`src/rtl/core/cir_pkg.sv`:
```
// cir_pkg: shared constants, codes and types of the client id registry
// depends on: nothing
`timescale 1ns / 1ps

package cir_pkg;

  // table geometry
  localparam int TABLE_SIZE = 64;
  localparam int IDX_W      = $clog2(TABLE_SIZE);
  localparam int CNT_W      = $clog2(TABLE_SIZE + 1);

  // field widths
  localparam int ID_W    = 31;
  localparam int ENTRY_W = ID_W + 1;   // {family, handle}

  // configuration port
  localparam int PADDR_W     = 3;
  localparam int PDATA_W     = 32;
  localparam int REG_IDX_LSB = 2;
  localparam logic REG_BASE_ID = 1'b0;

  // ids must stay below the largest 31-bit value
  localparam logic [ID_W:0] ID_LIMIT = {1'b0, {ID_W{1'b1}}};

  typedef logic [2:0] kind_t;
  localparam kind_t KIND_ADD       = 3'd0;
  localparam kind_t KIND_LOOKUP_ID = 3'd1;
  localparam kind_t KIND_LOOKUP_H  = 3'd2;
  localparam kind_t KIND_REMOVE_H  = 3'd3;
  localparam kind_t KIND_REMOVE_ID = 3'd4;
  localparam kind_t KIND_LIST      = 3'd5;

  typedef logic [1:0] status_t;
  localparam status_t STAT_OK   = 2'd0;
  localparam status_t STAT_FULL = 2'd1;
  localparam status_t STAT_MISS = 2'd2;

  typedef struct packed {
    status_t         status;
    logic [ID_W-1:0] result_id;
    logic [ID_W-1:0] result_handle;
    logic            result_family;
    logic            last_item;
  } result_t;

  typedef struct packed {
    logic               we;
    logic [IDX_W-1:0]   waddr;
    logic [ENTRY_W-1:0] wdata;
    logic               re;
    logic [IDX_W-1:0]   raddr;
  } ram_req_t;

endpackage

```
`src/rtl/core/cir_ram.sv`:
```
// cir_ram: generic single-write, single-read memory with registered read data
// depends on: nothing
`timescale 1ns / 1ps

module cir_ram #(
  parameter int WIDTH = 32,
  parameter int DEPTH = 64,
  localparam int AW   = $clog2(DEPTH)
) (
  input  logic             clk,
  input  logic             we,
  input  logic [AW-1:0]    waddr,
  input  logic [WIDTH-1:0] wdata,
  input  logic             re,
  input  logic [AW-1:0]    raddr,
  output logic [WIDTH-1:0] rdata
);

  logic [WIDTH-1:0] mem_r [DEPTH];
  logic [WIDTH-1:0] rdata_r;

  always_ff @(posedge clk) begin
    if (we) begin
      mem_r[waddr] <= wdata;
    end
    if (re) begin
      rdata_r <= mem_r[raddr];
    end
  end

  assign rdata = rdata_r;

endmodule

```
`src/rtl/core/cir_cfg.sv`:
```
// cir_cfg: apb-style register file holding the allocator base id
// depends on: cir_pkg
`timescale 1ns / 1ps

module cir_cfg (
  input  logic                         clk,
  input  logic                         rst_n,
  input  logic                         psel,
  input  logic                         penable,
  input  logic                         pwrite,
  input  logic [cir_pkg::PADDR_W-1:0]  paddr,
  input  logic [cir_pkg::PDATA_W-1:0]  pwdata,
  output logic [cir_pkg::PDATA_W-1:0]  prdata,
  output logic                         pready,
  output logic [cir_pkg::ID_W-1:0]     base_id
);
  import cir_pkg::*;

  logic [ID_W-1:0] base_id_r;
  logic            reg_idx;
  logic            wr_en;

  assign reg_idx = paddr[REG_IDX_LSB];
  assign wr_en   = psel && penable && pwrite;
  assign pready  = 1'b1;

  always_ff @(posedge clk) begin
    if (!rst_n) begin
      base_id_r <= '0;
    end else if (wr_en && (reg_idx == REG_BASE_ID)) begin
      base_id_r <= pwdata[ID_W-1:0];
    end
  end

  // low address bits are ignored, registers are word aligned
  assign prdata  = (reg_idx == REG_BASE_ID) ? PDATA_W'(base_id_r) : '0;
  assign base_id = base_id_r;

endmodule

```
`src/rtl/core/cir_engine.sv`:
```
// cir_engine: command sequencer, valid bits, entry count and output register
// depends on: cir_pkg; drives the entry memory through a ram_req_t
`timescale 1ns / 1ps

module cir_engine (
  input  logic                         clk,
  input  logic                         rst_n,
  input  logic [cir_pkg::ID_W-1:0]     base_id,
  input  logic                         in_valid,
  output logic                         in_stall,
  input  cir_pkg::kind_t               in_kind,
  input  logic [cir_pkg::ID_W-1:0]     in_client_id,
  input  logic [cir_pkg::ID_W-1:0]     in_os_handle,
  input  logic                         in_protocol_family,
  output logic                         out_valid,
  input  logic                         out_stall,
  output cir_pkg::result_t             out_res,
  output cir_pkg::ram_req_t            ram_req,
  input  logic [cir_pkg::ENTRY_W-1:0]  ram_rdata
);
  import cir_pkg::*;

  localparam logic [2:0] ST_IDLE     = 3'd0;
  localparam logic [2:0] ST_ADD      = 3'd1;
  localparam logic [2:0] ST_ID_RD    = 3'd2;
  localparam logic [2:0] ST_ID_CHK   = 3'd3;
  localparam logic [2:0] ST_SCAN_RD  = 3'd4;
  localparam logic [2:0] ST_SCAN_CHK = 3'd5;
  localparam logic [2:0] ST_MISS     = 3'd6;

  logic [2:0]            state_r, state_nxt;
  kind_t                 kind_r, kind_nxt;
  logic [ID_W-1:0]       cid_r, cid_nxt;
  logic [ID_W-1:0]       handle_r, handle_nxt;
  logic                  fam_r, fam_nxt;
  logic [IDX_W-1:0]      idx_r, idx_nxt;
  logic                  found_r, found_nxt;
  logic [CNT_W-1:0]      list_n_r, list_n_nxt;
  logic [CNT_W-1:0]      cnt_r, cnt_nxt;
  logic [TABLE_SIZE-1:0] valid_r, valid_nxt;
  logic                  out_valid_r;
  result_t               out_res_r;

  logic            accept;
  logic            out_free;
  logic            emit;
  result_t         e_res;
  logic [ID_W:0]   id_sum;
  logic [ID_W:0]   id_off;
  logic            in_win;
  logic [IDX_W-1:0] slot;
  logic [ID_W-1:0] ent_handle;
  logic            ent_fam;
  logic            idx_last;
  logic            scan_hit;
  logic            list_last;

  assign in_stall   = (state_r != ST_IDLE);
  assign accept     = in_valid && !in_stall;
  assign out_free   = !out_valid_r || !out_stall;

  assign id_sum     = {1'b0, base_id} + (ID_W + 1)'(idx_r);
  assign id_off     = {1'b0, cid_r} - {1'b0, base_id};
  assign in_win     = (cid_r >= base_id) && (id_off < (ID_W + 1)'(TABLE_SIZE));
  assign slot       = id_off[IDX_W-1:0];
  assign ent_handle = ram_rdata[ID_W-1:0];
  assign ent_fam    = ram_rdata[ID_W];
  assign idx_last   = (idx_r == IDX_W'(TABLE_SIZE - 1));
  assign scan_hit   = valid_r[idx_r] &&
                      ((kind_r == KIND_LIST) ||
                       ((ent_handle == handle_r) && (ent_fam == fam_r)));
  assign list_last  = ((list_n_r + CNT_W'(1)) == cnt_r);

  always_comb begin
    state_nxt  = state_r;
    kind_nxt   = kind_r;
    cid_nxt    = cid_r;
    handle_nxt = handle_r;
    fam_nxt    = fam_r;
    idx_nxt    = idx_r;
    found_nxt  = found_r;
    list_n_nxt = list_n_r;
    cnt_nxt    = cnt_r;
    valid_nxt  = valid_r;
    emit       = 1'b0;
    e_res      = '0;
    ram_req    = '0;

    unique case (state_r)
      ST_IDLE: begin
        if (accept) begin
          kind_nxt   = in_kind;
          cid_nxt    = in_client_id;
          handle_nxt = in_os_handle;
          fam_nxt    = in_protocol_family;
          idx_nxt    = '0;
          list_n_nxt = '0;
          unique case (in_kind) inside
            KIND_ADD:                       state_nxt = ST_ADD;
            KIND_LOOKUP_ID, KIND_REMOVE_ID: state_nxt = ST_ID_RD;
            KIND_LOOKUP_H, KIND_REMOVE_H:   state_nxt = ST_SCAN_RD;
            KIND_LIST:  state_nxt = (cnt_r == '0) ? ST_MISS : ST_SCAN_RD;
            default:    state_nxt = ST_IDLE;
          endcase
        end
      end

      ST_ADD: begin
        if ((id_sum >= ID_LIMIT) || (valid_r[idx_r] && idx_last)) begin
          // no usable slot left
          if (out_free) begin
            emit             = 1'b1;
            e_res.status     = STAT_FULL;
            e_res.last_item  = 1'b1;
            state_nxt        = ST_IDLE;
          end
        end else if (!valid_r[idx_r]) begin
          if (out_free) begin
            ram_req.we          = 1'b1;
            ram_req.waddr       = idx_r;
            ram_req.wdata       = {fam_r, handle_r};
            valid_nxt[idx_r]    = 1'b1;
            cnt_nxt             = cnt_r + CNT_W'(1);
            emit                = 1'b1;
            e_res.status        = STAT_OK;
            e_res.result_id     = id_sum[ID_W-1:0];
            e_res.result_handle = handle_r;
            e_res.result_family = fam_r;
            e_res.last_item     = 1'b1;
            state_nxt           = ST_IDLE;
          end
        end else begin
          idx_nxt = idx_r + IDX_W'(1);
        end
      end

      ST_ID_RD: begin
        idx_nxt   = slot;
        found_nxt = in_win && valid_r[slot];
        if (kind_r == KIND_REMOVE_ID) begin
          if (in_win && valid_r[slot]) begin
            valid_nxt[slot] = 1'b0;
            cnt_nxt         = cnt_r - CNT_W'(1);
          end
          state_nxt = ST_IDLE;
        end else begin
          ram_req.re    = 1'b1;
          ram_req.raddr = slot;
          state_nxt     = ST_ID_CHK;
        end
      end

      ST_ID_CHK: begin
        if (out_free) begin
          emit            = 1'b1;
          e_res.last_item = 1'b1;
          if (found_r) begin
            e_res.status        = STAT_OK;
            e_res.result_id     = cid_r;
            e_res.result_handle = ent_handle;
            e_res.result_family = ent_fam;
          end else begin
            e_res.status = STAT_MISS;
          end
          state_nxt = ST_IDLE;
        end
      end

      ST_SCAN_RD: begin
        ram_req.re    = 1'b1;
        ram_req.raddr = idx_r;
        state_nxt     = ST_SCAN_CHK;
      end

      ST_SCAN_CHK: begin
        if (scan_hit) begin
          unique case (kind_r) inside
            KIND_REMOVE_H: begin
              valid_nxt[idx_r] = 1'b1 ^ valid_r[idx_r];
              cnt_nxt          = cnt_r - CNT_W'(1);
              state_nxt        = ST_IDLE;
            end
            KIND_LOOKUP_H, KIND_LIST: begin
              if (out_free) begin
                emit                = 1'b1;
                e_res.status        = STAT_OK;
                e_res.result_id     = id_sum[ID_W-1:0];
                e_res.result_handle = ent_handle;
                e_res.result_family = ent_fam;
                e_res.last_item     = (kind_r == KIND_LOOKUP_H) || list_last;
                list_n_nxt          = list_n_r + CNT_W'(1);
                if (e_res.last_item || idx_last) begin
                  state_nxt = ST_IDLE;
                end else begin
                  idx_nxt   = idx_r + IDX_W'(1);
                  state_nxt = ST_SCAN_RD;
                end
              end
            end
            default: state_nxt = ST_IDLE;
          endcase
        end else if (idx_last) begin
          state_nxt = (kind_r == KIND_LOOKUP_H) ? ST_MISS : ST_IDLE;
        end else begin
          idx_nxt   = idx_r + IDX_W'(1);
          state_nxt = ST_SCAN_RD;
        end
      end

      ST_MISS: begin
        if (out_free) begin
          emit            = 1'b1;
          e_res.status    = STAT_MISS;
          e_res.last_item = 1'b1;
          state_nxt       = ST_IDLE;
        end
      end

      default: state_nxt = ST_IDLE;
    endcase
  end

  always_ff @(posedge clk) begin
    if (!rst_n) begin
      state_r     <= ST_IDLE;
      valid_r     <= '0;
      cnt_r       <= '0;
      out_valid_r <= 1'b0;
    end else begin
      state_r <= state_nxt;
      valid_r <= valid_nxt;
      cnt_r   <= cnt_nxt;
      if (emit) begin
        out_valid_r <= 1'b1;
      end else if (!out_stall) begin
        out_valid_r <= 1'b0;
      end
    end
  end

  always_ff @(posedge clk) begin
    kind_r   <= kind_nxt;
    cid_r    <= cid_nxt;
    handle_r <= handle_nxt;
    fam_r    <= fam_nxt;
    idx_r    <= idx_nxt;
    found_r  <= found_nxt;
    list_n_r <= list_n_nxt;
    if (emit) begin
      out_res_r <= e_res;
    end
  end

  assign out_valid = out_valid_r;
  assign out_res   = out_res_r;

endmodule

```
`src/rtl/core/client_id_registry.sv`:
```
// client_id_registry: top level of the client id table
// depends on: cir_pkg, cir_cfg, cir_engine, cir_ram
`timescale 1ns / 1ps

// The registry keeps a table of cir_pkg::TABLE_SIZE entries; slot i stands
// for client id base_id + i and holds a connection handle and a protocol
// family. One item is worked at a time: in_stall is high from the cycle
// after an item is accepted until its work is done, and a finished result
// waits in an output register so the next item can be taken while it is
// still stalled. The sequencer steps one table slot at a time over an entry
// memory with registered read data: add steps over occupied slots to the
// first free one; remove by id needs no memory read, lookup by id reads its
// slot once; lookup and remove by handle scan slots up to the lowest match;
// list scans slots up to the last valid entry, and on an empty table reports
// a miss without a scan. While a result waits on out_stall, the sequencer
// holds before emitting the next one. Valid marks reset to empty at once, so
// no clearing pass follows reset. base_id is written through the apb-style
// port at byte address 0 and must only change while the block is idle.
module client_id_registry (
  input  logic                         clk,
  input  logic                         rst_n,
  // command items
  input  logic                         in_valid,
  output logic                         in_stall,
  input  logic [2:0]                   in_kind,
  input  logic [cir_pkg::ID_W-1:0]     in_client_id,
  input  logic [cir_pkg::ID_W-1:0]     in_os_handle,
  input  logic                         in_protocol_family,
  // result items
  output logic                         out_valid,
  input  logic                         out_stall,
  output logic [1:0]                   out_status,
  output logic [cir_pkg::ID_W-1:0]     out_result_id,
  output logic [cir_pkg::ID_W-1:0]     out_result_handle,
  output logic                         out_result_family,
  output logic                         out_last_item,
  // configuration port
  input  logic                         psel,
  input  logic                         penable,
  input  logic                         pwrite,
  input  logic [cir_pkg::PADDR_W-1:0]  paddr,
  input  logic [cir_pkg::PDATA_W-1:0]  pwdata,
  output logic [cir_pkg::PDATA_W-1:0]  prdata,
  output logic                         pready
);
  import cir_pkg::*;

  logic [ID_W-1:0]    base_id;
  result_t            res;
  ram_req_t           ram_req;
  logic [ENTRY_W-1:0] ram_rdata;

  // register file: base id of the allocation window
  cir_cfg u_cfg (
    .clk     (clk),
    .rst_n   (rst_n),
    .psel    (psel),
    .penable (penable),
    .pwrite  (pwrite),
    .paddr   (paddr),
    .pwdata  (pwdata),
    .prdata  (prdata),
    .pready  (pready),
    .base_id (base_id)
  );

  // sequencer with valid marks, entry count and the output register
  cir_engine u_engine (
    .clk                (clk),
    .rst_n              (rst_n),
    .base_id            (base_id),
    .in_valid           (in_valid),
    .in_stall           (in_stall),
    .in_kind            (kind_t'(in_kind)),
    .in_client_id       (in_client_id),
    .in_os_handle       (in_os_handle),
    .in_protocol_family (in_protocol_family),
    .out_valid          (out_valid),
    .out_stall          (out_stall),
    .out_res            (res),
    .ram_req            (ram_req),
    .ram_rdata          (ram_rdata)
  );

  // entry memory: {family, handle} per slot, read data only used behind a valid mark
  cir_ram #(
    .WIDTH (ENTRY_W),
    .DEPTH (TABLE_SIZE)
  ) u_entry_ram (
    .clk   (clk),
    .we    (ram_req.we),
    .waddr (ram_req.waddr),
    .wdata (ram_req.wdata),
    .re    (ram_req.re),
    .raddr (ram_req.raddr),
    .rdata (ram_rdata)
  );

  // split the result item onto its ports
  assign out_status        = res.status;
  assign out_result_id     = res.result_id;
  assign out_result_handle = res.result_handle;
  assign out_result_family = res.result_family;
  assign out_last_item     = res.last_item;

endmodule

```
`config.mk`:
```
export PLATFORM = sky130hd
export DESIGN_NAME = client_id_registry
export DESIGN_NICKNAME = d
export VERILOG_FILES = /design/src/rtl/core/cir_pkg.sv /design/src/rtl/core/cir_ram.sv /design/src/rtl/core/cir_cfg.sv /design/src/rtl/core/cir_engine.sv /design/src/rtl/core/client_id_registry.sv
export SDC_FILE = /design/constraint.sdc
export NUM_CORES = 2
export LEC_CHECK = 0
export BUFFER_PORTS_ARGS = -buffer_cell sky130_fd_sc_hd__clkbuf_2
export CAP_MARGIN = 20
export CORE_MARGIN = 3
export CORE_UTILIZATION = 68
export CTS_CLUSTER_DIAMETER = 40
export DETAILED_ROUTE_END_ITERATION = 7
export PLACE_DENSITY_LB_ADDON = 0.08
export SYNTH_ARGS = -nofsm -noshare
export SYNTH_HDL_FRONTEND = slang
export SYNTH_SLANG_ARGS = --single-unit
```
`constraint.sdc`:
```
create_clock -name clk -period 12.75 [get_ports clk]
set_input_delay 3.825 -clock clk [delete_from_list [all_inputs] [get_ports clk]]
set_output_delay 3.825 -clock clk [all_outputs]
set_load 0.005 [all_outputs]
```
==> out/qor.txt <==
Post-Route Setup TNS: 0 ns
Max VDD drop: 0.000187 V
synthesized instance count: 8,408
met3 wire length: 38.1 mm
compound-gate portion of the synthesized area: 0.0925
worst slew margin relative to its limit: 0.156
run status: complete, no violations
clk slew on worst S/H paths: 0.05 ns
number of buffers added on ports: 203
Max Root-Sink Buffers: 4
cell at the root of the clock tree: sky130_fd_sc_hd__clkbuf_16
length of the first detailed-routing pass in iterations: 8
residual DRC count: 0
number of antenna violations at the first check in global routing: 5
net count of the finished layout: 8,639
number of top-level pins: 209
CTS tree: done
FMAX: 0.118 GHz
vias in the first global route: 69.4k
Die Span Y: 390 um
core outline area: 0.146 mm^2
average instance area after synthesis: 11.9 um^2
most frequent cells after synthesis: 2,366 x sky130_fd_sc_hd__nand2_1, 2,226 x sky130_fd_sc_hd__edfxtp_1, 1,017 x sky130_fd_sc_hd__nand3_1
post-synth net total: 8,563
diode count: 0
endpoints failing hold: 0
number of DRC markers in iteration 0: 11.3k
first-pass GRT wire length: 434 mm
Cell Pwr Density: 215 mW/mm^2
post-synthesis simple-gate area fraction: 0.171
combinational family with the most area after synthesis: simple AND/OR/NAND/NOR gates
share of the synthesized area in the top cell type: 0.666
# fillers: 8,680
total gr overflow: 0
Placed Instance Area: 0.104 mm^2
highest signal layer in the routed design: met5
top flip-flop cell by instance count after synthesis: sky130_fd_sc_hd__edfxtp_1
worst-skew pair later-pin latency: 0.91 ns
Starting Density: 0.687
FF+latch area: 0.0690 mm^2
sequential element share of the synthesized area: 0.688
most frequently used cell type in the post-synthesis netlist: sky130_fd_sc_hd__nand2_1
Clock Skew: 0.0568 ns
Die Footprint: 0.152 mm^2
met2 wire length: 136 mm
total non-filler cell area in the finished layout: 0.113 mm^2
post-DP HPWL: 158 mm
critical setup path kind: in -> out
CP endpoint kind: primary output
maximum net fanout on the critical path: 33
post-cts resize count: 0
DR vias: 72.8k
GP Congestion: 0.963
number of synthesis warnings: 0
arrival time at the worst endpoint: 4.63 ns
Post-CTS Setup Repair Bufs: 0
share of synthesized area spent on multiplexers: 0.00596
width of the die: 390 um
time the worst path needs with I/O delays and setup: 8.46 ns
Critical Path Start Type: input pin
core occupancy in the finished layout: 0.773
Via-to-Cell Ratio: 6.87
WL final: 297 mm
Required @ worst endpoint: 8.92 ns
setup violators final: 0
multi-input logic area: 0.0291 mm^2
fraction of registers with async set or reset after synthesis: 0
class of the worst hold path: reg -> reg
Final Max Tran Viols: 0
reported leakage power: 39.2 nW
count of H-tree levels built during CTS: 5
post-route ant nets: 0
Post-Synth Adder-Cell Area: 0.00609
transition at the pin with the smallest max-transition slack: 1.26 ns
Core Rows: 140
fraction of final layout cells sized beyond drive strength 1: 0.121
top cell type by total area after synthesis: sky130_fd_sc_hd__edfxtp_1
Max-cap violations: 0
maximum number of pins on one net before global-route repair: 156
hold buffer count at cts: 0
final clock period utilization by the worst path: 0.663
synthesized cell area: 0.100 mm^2
number of clock buffers inserted by TritonCTS: 289
cell types with the largest area share after synthesis: sky130_fd_sc_hd__edfxtp_1 67%, sky130_fd_sc_hd__nand2_1 8.9%, sky130_fd_sc_hd__nand3_1 5.1%
number of enable-type register cells in the synthesized netlist: 2,226
setup repair after global routing missed its margin: no
FF+latch count, synth: 2,332
xor-xnor portion of the synthesized cell area: 0.00837
area delta synth->final: 12.6%
WL met1: 108 mm
number of clock sinks seen by CTS: 2,332
number of different library cells in the post-synthesis netlist: 86
wire length per cell after detailed routing: 28.0 um
GRT Overall Usage: 0.384
## sequential cells by signal (all words and copies together), names as in the netlist, 6 cells and up
name and cells:
u_engine.handle_r 31, u_cfg.base_id 31, u_engine.cnt_r 7, u_entry_ram.rdata 32, u_engine.out_res 66, u_engine.idx_r 6, u_engine.valid_r 64, u_engine.list_n_r 7
u_engine.cid_r 31, u_entry_ram.mem_r 2048
## path summary, 6_finish.rpt
check,start,end,slack [ns],depth (start not counted)
setup reg to reg,u_engine.state_r[1]$_SDFFE_PN0P_,u_entry_ram.rdata[27]$_DFFE_PP_,5.87,14
setup / recovery,paddr[2],prdata[29],4.29,3
hold / removal,u_cfg.base_id[26]$_SDFFE_PN0P_,u_cfg.base_id[26]$_SDFFE_PN0P_,0.47,2
hold reg to reg,u_cfg.base_id[26]$_SDFFE_PN0P_,u_cfg.base_id[26]$_SDFFE_PN0P_,0.47,2
## report_power, final
group / internal [mW] / total (mW) / switching, mW
Sequential: 9.36 / 9.65 / 0.291
Clock: 4.71 / 7.78 / 3.07
Combinational: 1.73 / 6.86 / 5.12
Total: 15.8 / 24.3 / 8.49
## final cells by class
type / count / share of cell area
Clock buffer: 354 / 0.0682
Clock inverter: 135 / 0.0121
Inverter: 116 / 0.00391
Multi-Input combinational cell: 5345 / 0.258
Sequential cell: 2332 / 0.611
Tap cell: 1917 / 0.0212
Timing Repair Buffer: 400 / 0.0257
## per-layer routing
layer	up-vias	global-route usage
li1	31246	-
met1	35311	0.534
met2	5288	0.588
met3	949	0.0815
met4	2	0.184
met5	-	0
## stage by stage
| step | total power [mW] | setup slack [ns] | hold slack [ns] | std cells |
|---|---|---|---|---|
| after floorplan | 13.9 | 4.77 | 0.449 | 8408 |
| after global placement | 16.2 | 4.38 | 0.468 | 10088 |
| after detailed placement | 16.3 | 4.31 | 0.469 | 10091 |
| after CTS | 24.1 | 4.30 | 0.476 | 10580 |
| after global routing | 25.0 | 4.18 | 0.503 | 10599 |
| final | 24.3 | 4.29 | 0.472 | 10599 |
## cells in the final DEF (no fill, tap or decap), types with 20 or more instances in the layout
cell,n
sky130_fd_sc_hd__nand2_1,2366
sky130_fd_sc_hd__edfxtp_1,2226
sky130_fd_sc_hd__nand3_1,1016
sky130_fd_sc_hd__a311oi_1,328
sky130_fd_sc_hd__clkbuf_16,298
sky130_fd_sc_hd__clkbuf_2,203
sky130_fd_sc_hd__a21oi_1,167
sky130_fd_sc_hd__and3_1,163
sky130_fd_sc_hd__buf_4,160
sky130_fd_sc_hd__o21ai_0,143
sky130_fd_sc_hd__nor2_1,114
sky130_fd_sc_hd__inv_1,109
sky130_fd_sc_hd__dfxtp_1,106
sky130_fd_sc_hd__a31oi_1,80
sky130_fd_sc_hd__a211oi_1,78
sky130_fd_sc_hd__xnor2_1,77
sky130_fd_sc_hd__o211ai_1,72
sky130_fd_sc_hd__nor2_4,65
sky130_fd_sc_hd__a211o_1,60
sky130_fd_sc_hd__clkbuf_1,52
sky130_fd_sc_hd__a21o_1,46
sky130_fd_sc_hd__ha_1,44
sky130_fd_sc_hd__a2111oi_2,42
sky130_fd_sc_hd__a211oi_2,42
sky130_fd_sc_hd__nor3_1,40
sky130_fd_sc_hd__nand4_1,35
sky130_fd_sc_hd__clkinv_1,33
sky130_fd_sc_hd__and2_2,32
sky130_fd_sc_hd__clkinv_2,30
sky130_fd_sc_hd__buf_12,30
sky130_fd_sc_hd__mux2i_1,26
sky130_fd_sc_hd__a2111oi_0,26
sky130_fd_sc_hd__bufinv_16,20
## cell families (layout without fill, tap and decap cells)
kind of cell | after synthesis | in the layout
simple gates | 3949 | 3949
flops | 2332 | 2332
compound gates | 1208 | 1208
buf+inv | 731 | 1005
xor+xnor | 95 | 95
fa+ha+maj | 47 | 47
mux | 44 | 44
other cells | 2 | 2
## worst max-delay path, cell delays in order
cell	delay [ns]
sky130_fd_sc_hd__clkbuf_2	0.39
sky130_fd_sc_hd__nor2_1	0.26
sky130_fd_sc_hd__clkbuf_2	0.15
Note: power is estimated with default switching activity, not from simulation.
